**config.mk**
```make
export PLATFORM = sky130hd
export DESIGN_NAME = calibrator_control_word_serializer_top
export DESIGN_NICKNAME = d
export VERILOG_FILES = /design/src/rtl/core/ccws_pkg.sv /design/src/rtl/core/calibrator_control_word_serializer_top.sv
export SDC_FILE = /design/constraint.sdc
export NUM_CORES = 1
export LEC_CHECK = 0
export BUFFER_PORTS_ARGS = -buffer_cell sky130_fd_sc_hd__clkbuf_2
export CAP_MARGIN = 0
export CORE_ASPECT_RATIO = 1.25
export CORE_UTILIZATION = 60
export CTS_CLUSTER_SIZE = 12
export DETAILED_ROUTE_END_ITERATION = 7
export GPL_ROUTABILITY_DRIVEN = 0
export PLACE_DENSITY = 0.85
export RECOVER_POWER = 50
export SYNTH_ARGS = -nofsm -noshare
export SYNTH_HDL_FRONTEND = slang
export SYNTH_SLANG_ARGS = --single-unit
```
**constraint.sdc**
```tcl
create_clock -name clk -period 8.8 [get_ports clk]
set_clock_uncertainty 0.2 [all_clocks]
set_input_delay 1.32 -clock clk [delete_from_list [all_inputs] [get_ports clk]]
set_output_delay 1.32 -clock clk [all_outputs]
set_load 0.03 [all_outputs]
```
**src/rtl/core/ccws_pkg.sv**
```systemverilog
// Shared types, codes and helpers for the calibrator control word serializer.
// No dependencies; imported by calibrator_control_word_serializer_top and its testbench.
`timescale 1ns / 1ps

package ccws_pkg;

  localparam int unsigned CfgWidth = 15;
  localparam int unsigned ArgWidth = 16;
  localparam int unsigned ProdWidth = 26;          // 65535 * 1000 fits in 26 bits
  localparam int unsigned QuoWidth = 15;           // quotient of 30000 / f

  localparam logic [QuoWidth-1:0] DIV_NUMERATOR = 15'd30000;
  localparam logic [9:0]          KHZ_TO_HZ     = 10'd1000;
  localparam logic [3:0]          FREQ_PREFIX   = 4'hA;
  localparam logic [4:0]          ATT_MAX       = 5'd30;
  localparam logic [4:0]          ATT_SPLIT     = 5'd15;

  // command kinds
  localparam logic [2:0] KIND_SIG_TYPE = 3'd0;
  localparam logic [2:0] KIND_FREQ     = 3'd1;
  localparam logic [2:0] KIND_ATT      = 3'd2;
  localparam logic [2:0] KIND_EXIT     = 3'd3;
  localparam logic [2:0] KIND_STATUS   = 3'd4;

  // result frame codes
  localparam logic [1:0] FRAME_FREQ   = 2'd0;
  localparam logic [1:0] FRAME_ATT    = 2'd1;
  localparam logic [1:0] FRAME_TYPE   = 2'd2;
  localparam logic [1:0] FRAME_STATUS = 2'd3;

  // configuration register indexes
  localparam logic CFG_MIN_FREQ = 1'b0;
  localparam logic CFG_MAX_FREQ = 1'b1;

  localparam logic [CfgWidth-1:0] MIN_FREQ_RESET = 15'd1000;
  localparam logic [CfgWidth-1:0] MAX_FREQ_RESET = 15'd30000;

  localparam logic [4:0] STATUS_EXTERNAL = 5'h10;
  localparam logic [4:0] STATUS_INTERNAL = 5'h1F;
  localparam logic [4:0] STATUS_OFF      = 5'h00;

  typedef enum logic [2:0] {
    ST_IDLE,
    ST_SCALE,
    ST_DIV,
    ST_PACK,
    ST_SHIFT,
    ST_STATUS
  } ccws_state_t;

  // Build the 32-bit frequency word and apply the low-byte bit shuffle.
  function automatic logic [31:0] freq_word(input logic [QuoWidth-1:0] n);
    logic [31:0] w;
    logic [7:0]  lo;
    begin
      w  = {9'd0, FREQ_PREFIX, 1'b0, n, 3'b001};
      lo = w[7:0];
      freq_word = {w[31:8], lo[7:6], 2'b00, lo[5:3], lo[2] | lo[0]};
    end
  endfunction

  function automatic logic [4:0] status_value(input logic enabled, input logic external);
    begin
      if (!enabled) begin
        status_value = STATUS_OFF;
      end else if (external) begin
        status_value = STATUS_EXTERNAL;
      end else begin
        status_value = STATUS_INTERNAL;
      end
    end
  endfunction

endpackage

```
**src/rtl/core/calibrator_control_word_serializer_top.sv**
```systemverilog
// Calibrator control word serializer: command in, serial control words out.
// Depends on ccws_pkg for codes, the state type and the word builders.
`timescale 1ns / 1ps

// One command word is taken at a time; in_stall stays high until its last result
// word has been taken. A modulation frequency command scales kHz to Hz with one
// constant multiply, clamps it in the next cycle, then runs a restoring divider
// for 30000 / f, one quotient bit per cycle (skipped when f is zero), packs the
// word and shifts out 32 bits MSB first. An attenuation command loads its 8-bit
// word at once and shifts it out LSB first. Signal type and exit commands send a
// 4-bit frame MSB first followed by one status word; a work status command sends
// the status word alone. Unused kinds are taken and dropped. An output stall holds
// the current result word. The user must write the clamp registers through the cfg
// port only while the block is idle; the block itself does not enforce this.
module calibrator_control_word_serializer_top (
  input  logic                           clk,
  input  logic                           rst,
  // command channel
  input  logic                           in_valid,
  output logic                           in_stall,
  input  logic [2:0]                     kind,
  input  logic [ccws_pkg::ArgWidth-1:0]  arg,
  // result channel
  output logic                           out_valid,
  input  logic                           out_stall,
  output logic [1:0]                     frame,
  output logic                           data_bit,
  output logic [4:0]                     status_code,
  output logic                           last,
  // configuration write port
  input  logic                           cfg_wr_en,
  input  logic                           cfg_index,
  input  logic [ccws_pkg::CfgWidth-1:0]  cfg_data
);

  import ccws_pkg::*;

  ccws_state_t state, state_next;

  logic [CfgWidth-1:0]  min_freq_hz;
  logic [CfgWidth-1:0]  max_freq_hz;
  logic                 radio_pulse_mode;
  logic                 external_exit;
  logic                 enabled;

  logic [ProdWidth-1:0] freq_prod;      // arg * 1000
  logic [CfgWidth-1:0]  divisor;        // clamped frequency in Hz
  logic [QuoWidth-1:0]  dividend;       // numerator bits out, quotient bits in
  logic [CfgWidth-1:0]  remainder;
  logic [3:0]           div_count;

  logic [31:0]          shift_word;
  logic [5:0]           bit_count;      // serial bits still to send
  logic [1:0]           frame_code;
  logic                 msb_first;
  logic                 status_pending;

  logic                 in_take;
  logic                 out_take;
  logic [CfgWidth:0]    rem_shift;
  logic                 rem_fits;
  logic [CfgWidth-1:0]  clamped;
  logic [4:0]           att_idx;
  logic [7:0]           att_word;

  assign in_take  = in_valid && !in_stall;
  assign out_take = out_valid && !out_stall;

  // Divider step: shift one numerator bit in, trial subtract.
  assign rem_shift = {remainder, dividend[QuoWidth-1]};
  assign rem_fits  = rem_shift >= {1'b0, divisor};

  // Clamp: lower limit tested first; with crossed limits, values below it take the lower one, all others the upper one.
  always_comb begin
    if (freq_prod < ProdWidth'(min_freq_hz)) begin
      clamped = min_freq_hz;
    end else if (freq_prod > ProdWidth'(max_freq_hz)) begin
      clamped = max_freq_hz;
    end else begin
      clamped = freq_prod[CfgWidth-1:0];
    end
  end

  // Attenuation: saturate at 30, split over the two 4-bit attenuators above 15.
  always_comb begin
    att_idx = (arg > ArgWidth'(ATT_MAX)) ? ATT_MAX : arg[4:0];
    if (att_idx > ATT_SPLIT) begin
      att_word = {4'hF, 4'(att_idx - ATT_SPLIT)};
    end else begin
      att_word = {3'd0, att_idx};
    end
  end

  // Next state.
  always_comb begin
    state_next = state;
    case (state)
      ST_IDLE: begin
        if (in_take) begin
          case (kind)
            KIND_SIG_TYPE: state_next = ST_SHIFT;
            KIND_FREQ:     state_next = ST_SCALE;
            KIND_ATT:      state_next = ST_SHIFT;
            KIND_EXIT:     state_next = ST_SHIFT;
            KIND_STATUS:   state_next = ST_STATUS;
            default:       state_next = ST_IDLE;
          endcase
        end
      end
      ST_SCALE: begin
        state_next = (clamped == '0) ? ST_PACK : ST_DIV;
      end
      ST_DIV: begin
        if (div_count == '0) begin
          state_next = ST_PACK;
        end
      end
      ST_PACK: begin
        state_next = ST_SHIFT;
      end
      ST_SHIFT: begin
        if (out_take && bit_count == 6'd1) begin
          state_next = status_pending ? ST_STATUS : ST_IDLE;
        end
      end
      ST_STATUS: begin
        if (out_take) begin
          state_next = ST_IDLE;
        end
      end
      default: state_next = ST_IDLE;
    endcase
  end

  // Outputs: all driven from registers, never from out_stall.
  always_comb begin
    in_stall    = 1'b1;
    out_valid   = 1'b0;
    frame       = frame_code;
    data_bit    = 1'b0;
    status_code = STATUS_OFF;
    last        = 1'b0;
    case (state)
      ST_IDLE: begin
        in_stall = 1'b0;
      end
      ST_SHIFT: begin
        out_valid = 1'b1;
        data_bit  = msb_first ? shift_word[31] : shift_word[0];
        last      = (bit_count == 6'd1) && !status_pending;
      end
      ST_STATUS: begin
        out_valid   = 1'b1;
        frame       = FRAME_STATUS;
        status_code = status_value(enabled, external_exit);
        last        = 1'b1;
      end
      default: begin
        in_stall = 1'b1;
      end
    endcase
  end

  always_ff @(posedge clk) begin
    if (rst) begin
      state            <= ST_IDLE;
      min_freq_hz      <= MIN_FREQ_RESET;
      max_freq_hz      <= MAX_FREQ_RESET;
      radio_pulse_mode <= 1'b0;
      external_exit    <= 1'b0;
      enabled          <= 1'b0;
      shift_word       <= '0;
      bit_count        <= '0;
      status_pending   <= 1'b0;
      frame_code       <= FRAME_FREQ;
      msb_first        <= 1'b1;
      div_count        <= '0;
    end else begin
      state <= state_next;

      if (cfg_wr_en) begin
        case (cfg_index)
          CFG_MIN_FREQ: min_freq_hz <= cfg_data;
          CFG_MAX_FREQ: max_freq_hz <= cfg_data;
          default:      min_freq_hz <= min_freq_hz;
        endcase
      end

      case (state)
        ST_IDLE: begin
          if (in_take) begin
            case (kind)
              KIND_SIG_TYPE: begin
                radio_pulse_mode <= (arg == ArgWidth'(1));
                shift_word     <= {(arg == ArgWidth'(1)), external_exit, 2'b10, 28'd0};
                bit_count      <= 6'd4;
                frame_code     <= FRAME_TYPE;
                msb_first      <= 1'b1;
                status_pending <= 1'b1;
              end
              KIND_FREQ: begin
                freq_prod <= ProdWidth'(arg) * ProdWidth'(KHZ_TO_HZ);
              end
              KIND_ATT: begin
                shift_word     <= {24'd0, att_word};
                bit_count      <= 6'd8;
                frame_code     <= FRAME_ATT;
                msb_first      <= 1'b0;
                status_pending <= 1'b0;
              end
              KIND_EXIT: begin
                external_exit  <= (arg == ArgWidth'(1));
                shift_word     <= {radio_pulse_mode, (arg == ArgWidth'(1)), 2'b10, 28'd0};
                bit_count      <= 6'd4;
                frame_code     <= FRAME_TYPE;
                msb_first      <= 1'b1;
                status_pending <= 1'b1;
              end
              KIND_STATUS: begin
                enabled   <= (arg == ArgWidth'(1));
                bit_count <= '0;
              end
              default: begin
                bit_count <= bit_count;
              end
            endcase
          end
        end
        ST_SCALE: begin
          // zero frequency: leave the numerator itself as the quotient
          divisor   <= clamped;
          dividend  <= DIV_NUMERATOR;
          remainder <= '0;
          div_count <= 4'(QuoWidth - 1);
        end
        ST_DIV: begin
          remainder <= rem_fits ? CfgWidth'(rem_shift - {1'b0, divisor})
                                : rem_shift[CfgWidth-1:0];
          dividend  <= {dividend[QuoWidth-2:0], rem_fits};
          div_count <= div_count - 4'd1;
        end
        ST_PACK: begin
          shift_word     <= freq_word(dividend);
          bit_count      <= 6'd32;
          frame_code     <= FRAME_FREQ;
          msb_first      <= 1'b1;
          status_pending <= 1'b0;
        end
        ST_SHIFT: begin
          if (out_take) begin
            // advance one bit in the direction of this frame
            shift_word <= msb_first ? {shift_word[30:0], 1'b0} : {1'b0, shift_word[31:1]};
            bit_count  <= bit_count - 6'd1;
          end
        end
        default: begin
          bit_count <= bit_count;
        end
      endcase
    end
  end

endmodule

```
==> impl_metrics.toml, run 1 <==
[place]
pre_cts_ws_ps = 2490
io_buffers = 50
placed_area_mm2 = 0.0114
numPlacedInstances = 1436
hpwlAfterDp_um = 18400

[logic_synthesis]
ys_types = 69
synth_edf_count = 68
syn_area_mm2 = 0.0110
yosys_register_bits = 149
ys.flop_type = "dfxtp_1"
syn_nets = 1406
syn_avg_cell_area_um2 = 9.15
synth_top_area_share_pct = 18.5
netlist_instances = 1203
synth.area.top_cells = "edfxtp_1 19%, dfxtp_1 15%, ha_1 12%, fa_1 10%, inv_1 4.6%"
yosys.area.top_type = "edfxtp_1"
ys_async_sr_fraction_pct = 0
synth-seq-area-share_pct = 33.3
ys_warn_count = 0

[detailed_routing]
drcViolationCount = 0
ant_nets = 0
drtPass1Iterations = 7
routed_wl_um = 25600
vias_per_cell = 6.07
num_vias = 8910
dr.first_iter.drc_count = 794
wl_per_cell_um = 17.4

[job]
drv_cap = 2

[worst_setup_path]
crit_fanout = 9
start_kind = "primary input"
arrival_ps = 6000
required_ps = 8780
end_kind = "flip-flop"
critical_path_class = "in2reg"

[timing]
max_freq_mhz = 166
finalSetupViolations = 0
layout_setup_ws_ps = 2780
rsz0062_at_grt = "no"
drv_slew = 116
finalHoldViolations = 0
slew_headroom_pct = -154
tns_ps = 0
worstMarginPinSlew_ps = 3800
period_share_pct = 68.4
min_period_ps = 6020

[pwr]
vdd_drop_max_v = 0.000194
powerDensity_mw_per_mm2 = 235
leakagePower_nw = 5.25

[cts]
cts-buffers-inserted = 17
post_cts_buffers = 0
tritoncts = "built"
cts_resized = 0
clockBufferDepth = 2
clock-sinks = 149
ctsHoldBuffers = 0
path_clk_slew_ps = 60
insertion_delay_ps = 430
cts-root-buf = "clkbuf_16"
htree_levels = 4

[cells_and_area]
antenna_cells = 0
final_common_cell = "inv_1"
finalInstanceArea_mm2 = 0.0120
drive_gt1_share_pct = 10.7
syn2layout_area_growth_pct = 8.77
final_cells = 1468
final_cell_mix = "134 x inv_1, 108 x ha_1, 102 x nand2_1"
multiInputGateArea_mm2 = 0.00660
final_nets = 1430
n_fill_cell = 1391
final-seq-area_mm2 = 0.00366

[grt]
grt_max_degree = 85
grt_usage_pct = 28.7
grt_pass1_vias = 9053
grt_antenna_before_repair = 0
overflow = 0
grt_pass1_wl_um = 42800

[outcome]
run_status = "complete, but fails checks"
violations = "capacitance limit, slew limit"

[floorplanning]
chipWidth_um = 123
rows = 55
die_area_mm2 = 0.0189
initial_core_util_pct = 61.1
ios = 51
core_area_mm2 = 0.0180
die_height_um = 153

[hold_path]
hp-class = "reg2reg"
## synth_stat cells, types with 11 or more instances
library cell / n
inv_1: 134
o21ai_0: 32
nand3_1: 39
fa_1: 55
edfxtp_1: 68
a21oi_1: 99
clkbuf_1: 42
xnor2_1: 25
nand2_1: 102
nand2b_1: 11
or2_2: 11
a21o_1: 12
mux2_2: 16
nor2_1: 97
nor3_1: 53
a211oi_1: 15
dfxtp_1: 81
ha_1: 108
mux2i_1: 23
and3_1: 15
## per-layer routing
metal | global-route usage (%) | vias to the layer above | part of all wire (%)
met1 | 32.7 | 4274 | 39
met3 | 4.22 | 74 | 4.7
li1 | - | 4262 | -
met4 | 13.7 | 0 | 3.9
met2 | 51.5 | 300 | 52
met5 | 0 | - | 0
## worst max-delay path, cell delays in order
cell	delay [ps]
clkbuf_1	300
inv_1	160
fa_1	590
fa_1	460
fa_1	500
fa_1	510
inv_1	40
ha_1	360
o21a_1	210
o21ai_0	130
a21oi_1	80
o41ai_1	600
o211ai_1	200
a31oi_1	270
o21ai_1	120
xnor2_1	130
## registers in the layout, indices dropped and copies added (netlist names)
register	count
bit_count	6
div_count	4
dividend	15
divisor	15
enabled	1
external_exit	1
frame_code	2
freq_prod	23
max_freq_hz	15
min_freq_hz	15
msb_first	1
radio_pulse_mode	1
remainder	15
shift_word	32
state	3
## through the flow
stage | power [W] | utilization [%] | hold slack, ps
3_3_place_gp | 0.00201 | 63.2 | 245
6_report | 0.00282 | 66.4 | 258
3_5_place_dp | 0.00206 | 63.2 | 248
4_1_cts | 0.00281 | 66.6 | 264
5_1_grt | 0.00301 | 66.4 | 291
2_1_floorplan | 0.00181 | - | 232
## final cells by class
class / count / share of cell area [%]
flip-flops and latches: 149 / 30.6
multi-input cells: 863 / 55.1
well taps: 228 / 2.38
clock inverters: 15 / 1.48
inverters: 135 / 4.23
repair buffers: 61 / 2.63
clock buffers: 17 / 3.55
## logic make-up (layout without fill, tap and decap cells)
group,count (synthesis),in the layout,synth area share (%)
DFF,149,149,33.3
AOI/OAI and AO/OA,247,247,14.4
and+or+nand+nor,385,385,17.1
adders and majority gates,163,163,22.3
buffers and inverters,191,228,6.94
xor gates and xnor gates,29,29,2.31
muxes,39,39,3.73
## report_power, final
part,switching [W],total (W),internal [W]
registers,0.0000469,0.000879,0.000832
clock network,0.000304,0.000752,0.000448
logic,0.000679,0.00119,0.000506
total,0.00103,0.00282,0.00179
## worst paths after layout
check | startpoint | endpoint | cells after the start | slack (ps)
max | arg[1] | freq_prod[25] | 16 | 2780
max reg2reg | freq_prod[13] | state[0] | 9 | 4850
min | min_freq_hz[13] | min_freq_hz[13] | 2 | 260
min reg2reg | min_freq_hz[13] | min_freq_hz[13] | 2 | 260
Power figures use the tool's default switching activity.
==> run 2, diff against run 1 <==
clock period = 5.9 ns   (was 8.8 ns; I/O delays follow)
==> impl_metrics.toml, run 2 (synthesized netlist as in run 1, its figures left out) <==
[outcome]
run_status = "complete, but fails checks"
violations = "capacitance limit, slew limit"

[detailed_routing]
drcViolationCount = 0
routed_wl_um = 24800
ant_nets = 0
dr.first_iter.drc_count = 598
num_vias = 8880
wl_per_cell_um = 16.9
vias_per_cell = 6.04
drtPass1Iterations = 5

[timing]
tns_ps = 0
max_freq_mhz = 185
min_period_ps = 5390
drv_slew = 71
finalHoldViolations = 0
slew_headroom_pct = -102
worstMarginPinSlew_ps = 3030
rsz0062_at_grt = "no"
period_share_pct = 91.4
finalSetupViolations = 0

[cells_and_area]
final_cell_mix = "134 x inv_1, 108 x ha_1, 102 x nand2_1"
top_regs = "shift_word (32), freq_prod (23)"
largest_reg_flops = 32
final_nets = 1431
antenna_cells = 0
top_register = "shift_word"
syn2layout_area_growth_pct = 8.56
drive_gt1_share_pct = 10.1
final_common_cell = "inv_1"
finalInstanceArea_mm2 = 0.0120
n_fill_cell = 1384

[cts]
cts_resized = 0
clock-sinks = 149
cts-buffers-inserted = 17
post_cts_buffers = 0
ctsHoldBuffers = 0
cts-root-buf = "clkbuf_16"
clockBufferDepth = 2
htree_levels = 4
tritoncts = "built"
insertion_delay_ps = 420
path_clk_slew_ps = 70

[job]
drv_cap = 1

[worst_setup_path]
start_kind = "primary input"
slowest_stage = "fa_1"
worst_path_most_repeated_cell = "fa_1"
crit_fanout = 9
path_buf_inv = 4
critical_path_class = "in2reg"
required_ps = 5870
end_kind = "flip-flop"
crit_chain = "clkbuf_1, inv_1, fa_1, fa_1, fa_1, fa_1, inv_1, ha_1, o21a_1, o21ai_0, a21oi_1, o41ai_1, buf_4, o211ai_1, a31oi_1, o21ai_1, xnor2_1"
arrival_ps = 5360
cpLargestDelayFamily = "adder cells"
slowest_delay_ps = 600

[hold_path]
hp-class = "reg2reg"

[pwr]
vdd_drop_max_v = 0.000272
leakagePower_nw = 5.24
powerDensity_mw_per_mm2 = 349

[floorplanning]
initial_core_util_pct = 61.1
chipWidth_um = 123
core_area_mm2 = 0.0180
ios = 51
rows = 55
die_height_um = 153
die_area_mm2 = 0.0189

[grt]
grt_pass1_vias = 8980
grt_antenna_before_repair = 0
grt_max_degree = 71
grt_usage_pct = 28.1
grt_pass1_wl_um = 41800
overflow = 0

[place]
placed_area_mm2 = 0.0114
io_buffers = 50
hpwlAfterDp_um = 18000
-- run 2: layout make-up --
class                   count  area, µm²  area share, %
clock buffers              22        454           3.80
clock inverters            10        130           1.09
inverters                 135        507           4.24
multi-input cells         863       6590           55.1
flip-flops and latches    149       3660           30.7
well taps                 228        285           2.39
repair buffers             62        322           2.69
-- run 2: metrics by stage --
stage | worst slack (ps) | util [%] | hold slack, ps | instances | power [W]
4_1_cts | 662 | 66.5 | 260 | 1469 | 0.00418
5_1_grt | 227 | 66.3 | 276 | 1469 | 0.00446
3_5_place_dp | 246 | 63.2 | 249 | 1437 | 0.00309
3_3_place_gp | 369 | 63.2 | 244 | 1437 | 0.00302
2_1_floorplan | 616 | - | 232 | 1203 | 0.00270
6_report | 508 | 66.3 | 256 | 1469 | 0.00418
-- run 2: tightest hold or removal path, delay by kind of cell (launching register included) --
kind / cells / cell delay, ps
flip-flops: 1 / 310
AND/OR/NAND/NOR: 1 / 50
AO/OA/AOI/OAI: 1 / 50
-- run 2: metal layers --
layer / wire (µm) / part of all wire, % / GRT usage, % / vias to the layer above
met1: 9910 / 40 / 32.0 / 4295
met4: 972 / 3.9 / 14.3 / 0
met5: 0 / 0 / 0 / -
met3: 912 / 3.7 / 3.54 / 71
met2: 13000 / 52 / 50.4 / 244
li1: - / - / - / 4270
-- run 2: path summary, 6_finish.rpt --
| path | startpoint | to | slack [ps] | cells after the start |
|---|---|---|---|---|
| setup / recovery | arg[1] | freq_prod[25] | 510 | 17 |
| setup reg to reg | freq_prod[3] | state[0] | 1840 | 9 |
| hold / removal | min_freq_hz[12] | min_freq_hz[12] | 260 | 2 |
| hold reg to reg | min_freq_hz[12] | min_freq_hz[12] | 260 | 2 |
-- run 2: where the power goes --
part / switching, W / internal [W] / leakage [nW]
combinational: 0.00101 / 0.000766 / 3.69
clock: 0.000424 / 0.000673 / 0.277
sequential: 0.0000675 / 0.00124 / 1.27
